[config.mk]
export PLATFORM = sky130hd
export DESIGN_NAME = dlcb_ctrl
export DESIGN_NICKNAME = d
export VERILOG_FILES = /design/src/rtl/core/dlcb_pkg.sv /design/src/rtl/core/dlcb_ctrl.sv
export SDC_FILE = /design/constraint.sdc
export NUM_CORES = 1
export LEC_CHECK = 0
export BUFFER_PORTS_ARGS = -buffer_cell sky130_fd_sc_hd__buf_4
export CORE_MARGIN = 2
export CORE_UTILIZATION = 35
export CTS_BUF_LIST = sky130_fd_sc_hd__clkbuf_4
export DETAILED_ROUTE_END_ITERATION = 16
export SYNTH_ARGS = -nofsm -noshare
export SYNTH_HDL_FRONTEND = slang
export SYNTH_SLANG_ARGS = --single-unit
[constraint.sdc]
create_clock -name clk -period 1.8 [get_ports clk]
set_input_delay 0.18 -clock clk [delete_from_list [all_inputs] [get_ports clk]]
set_output_delay 0.18 -clock clk [all_outputs]
set_load 0.005 [all_outputs]
[src/rtl/core/dlcb_pkg.sv]
// Package: shared constants, types and FSM encoding for the cross-basis FIR bank
`timescale 1ns / 1ps
`default_nettype none
package dlcb_pkg;
  localparam int NUM_VARS      = 4;
  localparam int NUM_LAG_BASES = 4;
  localparam int HISTORY_DEPTH = 512;
  localparam int SAMPLE_BITS   = 16;
  localparam int ACC_BITS      = 40;
  localparam int PROD_BITS     = 2 * SAMPLE_BITS;
  localparam int ADDR_BITS     = $clog2(HISTORY_DEPTH);
  localparam int FILL_BITS     = $clog2(HISTORY_DEPTH + 1);
  localparam int LAG_BITS      = 9;
  localparam int VAR_BITS      = 2;
  localparam int BASIS_BITS    = 2;
  localparam int NUM_MACS      = NUM_VARS * NUM_LAG_BASES;
  localparam int CFG_ADDR_BITS = 3;
  localparam logic [CFG_ADDR_BITS-1:0] REG_MAX_LAG = 3'd0;
  localparam logic FUNC_LOAD   = 1'b0;
  localparam logic FUNC_SAMPLE = 1'b1;
  localparam logic signed [ACC_BITS-1:0] ACC_MAX = {1'b0, {(ACC_BITS-1){1'b1}}};
  localparam logic signed [ACC_BITS-1:0] ACC_MIN = {1'b1, {(ACC_BITS-1){1'b0}}};

  typedef logic signed [SAMPLE_BITS-1:0] lane_t;
  typedef logic signed [ACC_BITS-1:0] acc_t;

  typedef enum logic [2:0] {
    ST_IDLE, ST_READ, ST_MAC, ST_DRAIN, ST_EMIT
  } state_t;

  // controller -> datapath
  typedef struct packed {
    logic                 load_wr;    // write coefficient row
    logic                 hist_wr;    // push sample row
    logic                 clear_acc;
    logic                 rd_en;      // issue tap read
    logic                 mac_en;     // accumulate registered read data
    logic [ADDR_BITS-1:0] tap;
    logic                 emit_load;  // capture one result into output reg
    logic [VAR_BITS-1:0]  var_sel;
    logic [BASIS_BITS-1:0] basis_sel;
    logic                 valid_res;
    logic                 last;
  } dp_cmd_t;

  function automatic acc_t sat_add(acc_t a, logic signed [PROD_BITS-1:0] p);
    logic signed [ACC_BITS:0] s;
    s = {a[ACC_BITS-1], a} + {{(ACC_BITS + 1 - PROD_BITS){p[PROD_BITS-1]}}, p};
    if (s[ACC_BITS] != s[ACC_BITS-1])
      return s[ACC_BITS] ? ACC_MIN : ACC_MAX;
    return s[ACC_BITS-1:0];
  endfunction
endpackage
`default_nettype wire

[src/rtl/core/dlcb_ctrl.sv]
// Controller: sequences loads, tap sweep and result emission
`timescale 1ns / 1ps
`default_nettype none
module dlcb_ctrl (
  input  wire logic clk,
  input  wire logic rst_n,
  input  wire logic in_acc,
  input  wire logic in_func,
  input  wire logic [8:0] in_tap,
  input  wire logic [dlcb_pkg::LAG_BITS-1:0] max_lag,
  input  wire logic res_full,
  input  wire logic out_take,
  output logic      in_ready,
  output logic [dlcb_pkg::ADDR_BITS-1:0] wr_slot,
  output logic [dlcb_pkg::ADDR_BITS-1:0] now_slot,
  output dlcb_pkg::dp_cmd_t cmd
);
  dlcb_pkg::state_t state_r, state_nxt;
  logic [dlcb_pkg::ADDR_BITS-1:0] wp_r, wp_nxt, now_r, now_nxt;
  logic [dlcb_pkg::FILL_BITS-1:0] fill_r, fill_nxt;
  logic [dlcb_pkg::LAG_BITS-1:0] lag_r, lag_nxt, k_r, k_nxt;
  logic [1:0] drain_r, drain_nxt;
  logic [3:0] idx_r, idx_nxt;
  logic       vld_r, vld_nxt;
  logic       emit_ok;
  logic       rd_d_r;

  assign wr_slot  = wp_r;
  assign now_slot = now_r;
  assign emit_ok  = !res_full || out_take;

  always_ff @(posedge clk) begin
    if (!rst_n) begin
      state_r <= dlcb_pkg::ST_IDLE; wp_r <= '0; fill_r <= '0;
      now_r <= '0; lag_r <= '0; k_r <= '0; drain_r <= '0; idx_r <= '0; vld_r <= 1'b0;
    end else begin
      state_r <= state_nxt; wp_r <= wp_nxt; fill_r <= fill_nxt;
      now_r <= now_nxt; lag_r <= lag_nxt; k_r <= k_nxt; drain_r <= drain_nxt;
      idx_r <= idx_nxt; vld_r <= vld_nxt;
    end
  end

  // product pipeline: mac_en marks the cycle when read data is valid
  always_ff @(posedge clk) begin
    if (!rst_n) rd_d_r <= 1'b0;
    else rd_d_r <= (state_r == dlcb_pkg::ST_MAC);
  end

  always_comb begin
    state_nxt = state_r;
    unique case (state_r)
      dlcb_pkg::ST_IDLE:
        if (in_acc && in_func == dlcb_pkg::FUNC_SAMPLE)
          state_nxt = dlcb_pkg::ST_MAC;
      dlcb_pkg::ST_MAC:   if (k_r == lag_r) state_nxt = dlcb_pkg::ST_DRAIN;
      dlcb_pkg::ST_DRAIN: if (drain_r == 2'd2) state_nxt = dlcb_pkg::ST_EMIT;
      dlcb_pkg::ST_EMIT:  if (emit_ok && idx_r == 4'd15) state_nxt = dlcb_pkg::ST_IDLE;
      default:            state_nxt = dlcb_pkg::ST_IDLE;
    endcase
  end

  always_comb begin
    wp_nxt = wp_r; fill_nxt = fill_r; now_nxt = now_r; lag_nxt = lag_r;
    k_nxt = k_r; drain_nxt = drain_r; idx_nxt = idx_r; vld_nxt = vld_r;
    in_ready = (state_r == dlcb_pkg::ST_IDLE);
    cmd = '0;
    unique case (state_r)
      dlcb_pkg::ST_IDLE: begin
        cmd.tap = in_tap;
        if (in_acc) begin
          if (in_func == dlcb_pkg::FUNC_LOAD) cmd.load_wr = 1'b1;
          else begin
            cmd.hist_wr = 1'b1;
            cmd.clear_acc = 1'b1;
            now_nxt = wp_r;
            wp_nxt = wp_r + 1'b1;
            if (fill_r < dlcb_pkg::FILL_BITS'(dlcb_pkg::HISTORY_DEPTH))
              fill_nxt = fill_r + 1'b1;
            lag_nxt = max_lag;
            vld_nxt = fill_r >= {1'b0, max_lag};
            k_nxt = '0; drain_nxt = '0; idx_nxt = '0;
          end
        end
      end
      dlcb_pkg::ST_MAC: begin
        cmd.tap = k_r[dlcb_pkg::ADDR_BITS-1:0];
        cmd.rd_en = 1'b1;
        k_nxt = k_r + 1'b1;
      end
      dlcb_pkg::ST_DRAIN: begin
        drain_nxt = drain_r + 1'b1;
      end
      dlcb_pkg::ST_EMIT: begin
        cmd.var_sel = idx_r[3:2];
        cmd.basis_sel = idx_r[1:0];
        cmd.valid_res = vld_r;
        cmd.last = (idx_r == 4'd15);
        if (emit_ok) begin
          cmd.emit_load = 1'b1;
          idx_nxt = idx_r + 1'b1;
        end
      end
      default: ;
    endcase
    // read data is valid in the cycle after rd_en; products follow
    cmd.mac_en = rd_d_r;
  end
endmodule
`default_nettype wire

Word level (Yosys, flattened, before mapping)
Index checks and enable logic that the tools add are counted.
{"block": "totals", "wordCells": 67, "in_bits": 24, "out_inout_bits": 40, "ff_bits": 57}
{"block": "classes", "n_addsub": 5, "eq_ne": 13, "mux": 23, "reduce_logical": 14, "magnitude_cmp": 2}
{"cell": "case mux 9 bit (2 select lines)", "count": 2}
{"cell": "adder 9 x 1 -> 9 bit (second input constant)", "count": 2}
{"cell": "2-to-1 mux 3 bit", "count": 6}
{"cell": "2-to-1 mux 9 bit", "count": 2}
{"cell": "2-to-1 mux 4 bit", "count": 3}
{"cell": "case mux 3 bit (4 select lines)", "count": 1}
{"cell": "AND reduction 4 bit", "count": 3}
{"cell": "adder 10 x 1 -> 10 bit (second input constant)", "count": 1}
{"cell": ">= comparator 10 x 9 -> 1 bit", "count": 1}
{"cell": "less-than comparator 10 bit (second input constant)", "count": 1}
{"cell": "inequality test 2 bit (second input constant)", "count": 5}
{"cell": "== test 9 bit", "count": 1}
{"cell": "AND reduction 3 bit", "count": 3}
{"cell": "case mux 4 bit (2 select lines)", "count": 1}
{"cell": "2-to-1 mux 7 bit", "count": 1}
{"cell": "== test 3 x 2 -> 1 bit (second input constant)", "count": 2}
{"cell": "2-to-1 mux 2 bit", "count": 3}
{"cell": "nonzero test 2 bit", "count": 3}
{"cell": "adder 4 x 1 -> 4 bit (second input constant)", "count": 1}
{"cell": "== test 4 bit (second input constant)", "count": 1}
{"cell": "inequality test 2 x 1 -> 1 bit (second input constant)", "count": 2}
{"cell": "case mux 2 bit (2 select lines)", "count": 1}
{"cell": "== test 3 bit (second input constant)", "count": 1}
{"cell": "logical NOT 3 bit", "count": 1}
{"cell": "other kinds (6)", "count": 9}

Logic depth before layout (Yosys ltp)
{"block": "depth", "depth_word": 5, "depth_mapped": 7, "ltp_nobuf": 6}

Worst setup path before layout
OpenSTA, ideal clock, no wires.
{"block": "synth_path", "path_type": "register to register", "from": "reg state_r[1]", "to": "reg fill_r[7] (netlist bit)", "stages_incl_launch_ff": 7, "setup_slack_ns": 0.141, "path_buffers": 2, "t_arrival_ns": 1.531, "synth_period_minus_slack_ns": 1.659, "required_ns": 1.672, "setup_time_ns": 0.128, "path_cell_list": "dfxtp_1 -> buf_6 -> or4b_4 -> buf_6 -> nor4_2 -> xnor2_1 -> nor2_1"}
{"block": "synth_via", "elab_chain_cells": 2}
{"element": "from (decl)", "line_no": "dlcb_ctrl.sv:18", "source": "dlcb_pkg::state_t state_r, state_nxt;"}
{"element": "from (signal assigned)", "line_no": "dlcb_ctrl.sv:37", "source": "state_r <= state_nxt; wp_r <= wp_nxt; fill_r <= fill_nxt;"}
{"element": "logical NOT 3 bit", "line_no": "dlcb_ctrl.sv:67", "source": "unique case (state_r)"}
{"element": "AND reduction 4 bit (no line)"}
{"element": "to (signal assigned)", "line_no": "dlcb_ctrl.sv:37"}
{"element": "to (decl)", "line_no": "dlcb_ctrl.sv:20", "source": "logic [dlcb_pkg::FILL_BITS-1:0] fill_r, fill_nxt;"}
No other way between the ends.
A chain may end at the register's enable or synchronous reset.

Final worst setup path
{"block": "layout_path", "from": "reg state_r[1]", "to": "reg fill_r[5] (netlist bit)"}
The elaborated chain is that of the path after synthesis.

==> metrics.md <==
| Metric | Value |
|---|---|
| Cell-by-cell listing of the critical path | or4b_4 -> buf_4 -> nor4_2 -> xnor2_1 -> nor2_1 |
| Clock buffer count from CTS | 9 |
| Synthesis-to-finish area growth | 28.0% |
| Final cell utilization of the core | 0.465 |
| Maximum clock skew at final layout | 0.0143 ns |
| Via count | 2766 |
| Slew of the pin with the lowest slew margin | 0.424 ns |
| # IOs | 64 |
| Post-synth top area share | 0.381 |
| Total GRT Usage | 0.172 |
| Worst slew margin relative to its limit | 0.713 |
| Number of max-cap violations | 0 |
| Final worst-path setup slack | 0.0600 ns |
| Area inside the core boundary | 8260 µm² |
| Die area | 9320 µm² |
| Endpoint kind of the worst setup timing path | flop |
| Startpoint of the worst-slack reg-to-reg timing path | state_r[1] |
| Die boundary width | 96.5 µm |
| First-pass GRT wire length | 12300 µm |
| Clock period minus final worst setup slack | 1.74 ns |
| Worst Path Required | 2.09 ns |
| Instance area after placement | 3610 µm² |
| Worst setup slack for register-to-register paths | 0.06 ns |
| Largest buffer count on any clock path | 2 |
| Initial antenna violation count | 0 |
| Synthesized area per cell | 8.23 µm² |
| Worst Hold Margin | 0.0352 ns |
| Nets in the synthesized netlist | 402 |
| Port Buffer Count | 63 |
| Last weighted congestion value of the routability-driven placer | 0.820 |
| Total global routing overflow | 0 |
| Worst vdd ir | 0.295 mV |
| Fraction of synthesis flops using an asynchronous set or reset pin | 0 |
| Design area | 3840 µm² |
| Number of cell instances on the worst register-to-register path | 5 |
| Setup repair after global routing missed its margin | yes |
| Post-route total power | 2.59 mW |
| WL per Instance | 14.1 µm |
| Vias in the first global route | 2511 |
| Final total negative setup slack | 0 ns |
| Largest area contributor in the synthesized netlist | dfxtp_1 |
| Worst skew pair latency | 0.40 ns |
| Signal arrival time at the worst endpoint | 2.03 ns |
| Class of the tightest hold or removal check | in2reg |
| Startpoint kind of the worst setup timing path | flop |
| Starting density of the core | 0.363 |
| H-tree levels | 3 |
| End of the worst register-to-register path | fill_r[5] |
| Sequential area share after synthesis | 0.381 |
| Half-perimeter wire length of the detailed placement result | 5580 µm |
| Number of rows created at floorplan | 33 |
| Achievable frequency | 575 MHz |
| Crit path buffers/inverters | 1 |
| Result of the run | completed |
| Ratio of cells with drive above 1 in the final layout | 0.255 |
| Cell with the largest stage delay on the worst path | or4b_4 |
| Final Hold Vio Count | 0 |
| Clock tree from TritonCTS | built |
| Final cell count without fillers | 544 |
| Post-layout nets | 473 |
| Primary FF master, synth | dfxtp_1 |
| Dominant cells by area after synthesis | dfxtp_1 38%, nand2_1 6.5%, ha_1 5.8% |
| Cell at the root of the clock tree | clkbuf_4 |
| YS warnings | 0 |
| Die extent in y | 96.5 µm |
| Number of instances in the synthesized netlist | 364 |
| Number of flops mapped to enable cells by yosys | 0 |
| Hold Crit Endpoint | lag_r[7] |
| Post-route antenna net violation count | 0 |
| Leakage component of the power | 1.63 nW |
| CP max FO | 6 |
| Summed instance area of the synthesized netlist | 3000 µm² |
| Cell family contributing the most delay on the critical path | simple AND/OR/NAND/NOR gates |
| Worst Setup Path Type | reg2reg |
| Instance count along the most critical hold path | 3 |
| Clock transition at the register clock pins on the worst setup and hold paths after CTS | 0.10 ns |
| Hold-fix buffer count after cts | 0 |
| Final count of pins violating max slew | 0 |
| Fraction of the cycle the final worst path needs | 0.967 |
| Post-detailed-routing wire length | 7650 µm |
| Cell area power density | 675 nW/µm² |
| Crit-path max cell delay | 0.58 ns |
| Total instance count after detailed placement | 524 |
| Routed vias/inst | 5.08 |
| Remaining DRCs | 0 |
| Worst Min Path Start | max_lag[7] |
| Detailed-routing iteration count for the pre-antenna-repair pass | 5 |
| Setup-failing EPs final | 0 |
| Synth cell types | 46 |
| Pin count of the biggest net entering global routing | 26 |
| Number of cells on the critical path | 5 |
| Placement-stage worst setup slack | 0.189 ns |
| Clock net sink count | 57 |
| Flip-flop and latch count after synthesis | 57 |
| Initial DRC Count | 127 |
| Antenna fix cells | 0 |
[cell families (layout without fill, tap and decap cells)]
kind of cell,count (synthesis),count (layout),share of synthesized area
mux,9,9,0.0301
simple gates,159,159,0.271
flops,57,57,0.381
xor+xnor,30,30,0.0877
buf+inv,38,113,0.0564
compound gates,57,57,0.116
fa+ha+maj,14,14,0.0585
[timing repair]
item                                    4_1_cts  5_1_grt
endpoints found under the setup margin       13       13
gates resized for setup                      11       12
setup buffers                                 6        0
pin swaps                                     1        0
hold endpoints to repair                      0        0
[power breakdown]
part	internal, mW	switching (mW)	total, mW	leakage [nW]
clock network	0.255	0.466	0.722	0.0578
registers	1.30	0.0267	1.32	0.462
logic	0.267	0.278	0.545	1.11
total	1.82	0.771	2.59	1.63
[synth_stat cells, types with 2 or more instances]
library cell,count
xnor2_1,18
a21o_1,2
ha_1,14
a311oi_1,2
xor2_1,12
nor4_1,5
nand3b_1,3
o21ai_1,4
and2_1,4
or4_1,3
nor2_1,38
nand2b_1,3
or2_1,2
nand4bb_1,2
o31ai_1,3
nor4_2,3
or3_1,2
dfxtp_1,57
nand4_1,4
inv_1,16
and3_1,11
a211oi_1,2
nand2_1,52
nand3_1,11
clkbuf_1,16
buf_6,2
a21oi_1,25
nor4b_1,3
o21ai_0,5
buf_4,3
nor3_1,6
a21boi_1,9
mux2i_1,9
[how the worst max path moves through the flow]
stage | end | from | slack (ns)
CTS | cmd[18] | state_r[2] | 0.01
global placement | wr_slot[8] | state_r[0] | 0.22
detailed placement | wr_slot[3] | state_r[1] | 0.19
floorplan | fill_r[7] | state_r[1] | 0.14
global route | cmd[0] | state_r[0] | -0.03
finish | fill_r[5] | state_r[1] | 0.06
[layer usage]
metal	global-route usage	part of all wire
met1	0.235	0.47
met2	0.269	0.46
met3	0.0365	0.054
met4	0.0634	0.015
met5	0	0
[layout make-up]
cell class	count	area (µm²)
clock inverters	6	26.3
flip-flops and latches	57	1140
repair buffers	81	661
clock buffers	9	67.6
fillers	836	4420
well taps	105	131
inverters	17	63.8
multi-input cells	269	1740
[sequential cells by signal, indices dropped and copies added, names as in the netlist]
register	count
idx_r	4
fill_r	10
drain_r	2
k_r	9
now_slot	9
state_r	3
wr_slot	9
vld_r	1
lag_r	9
rd_d_r	1
[placed cells by master (no fill, tap or decap), types with 3 or more instances in the layout]
| cell type | count |
|---|---|
| buf_4 | 74 |
| dfxtp_1 | 54 |
| nand2_1 | 51 |
| nor2_1 | 35 |
| a21oi_1 | 25 |
| xnor2_1 | 18 |
| inv_1 | 16 |
| ha_1 | 14 |
| xor2_1 | 12 |
| nand3_1 | 11 |
| and3_1 | 10 |
| mux2i_1 | 9 |
| a21boi_1 | 9 |
| clkbuf_4 | 9 |
| o21ai_0 | 5 |
| nor4_1 | 5 |
| nand4_1 | 4 |
| and2_1 | 4 |
| o21ai_1 | 4 |
| nor3_1 | 4 |
| buf_6 | 4 |
| nand2b_1 | 3 |
| nand3b_1 | 3 |
| o31ai_1 | 3 |
| or4_1 | 3 |
| clkinv_2 | 3 |
| clkinv_1 | 3 |
| buf_12 | 3 |
| dfxtp_2 | 3 |
[worst reg2reg max path: stages, from the launching register on]
cell	delay [ns]
dfxtp_2	0.35
or4b_4	0.58
buf_4	0.20
nor4_2	0.30
xnor2_1	0.15
nor2_1	0.05
Note: power is estimated with default switching activity, not from simulation.
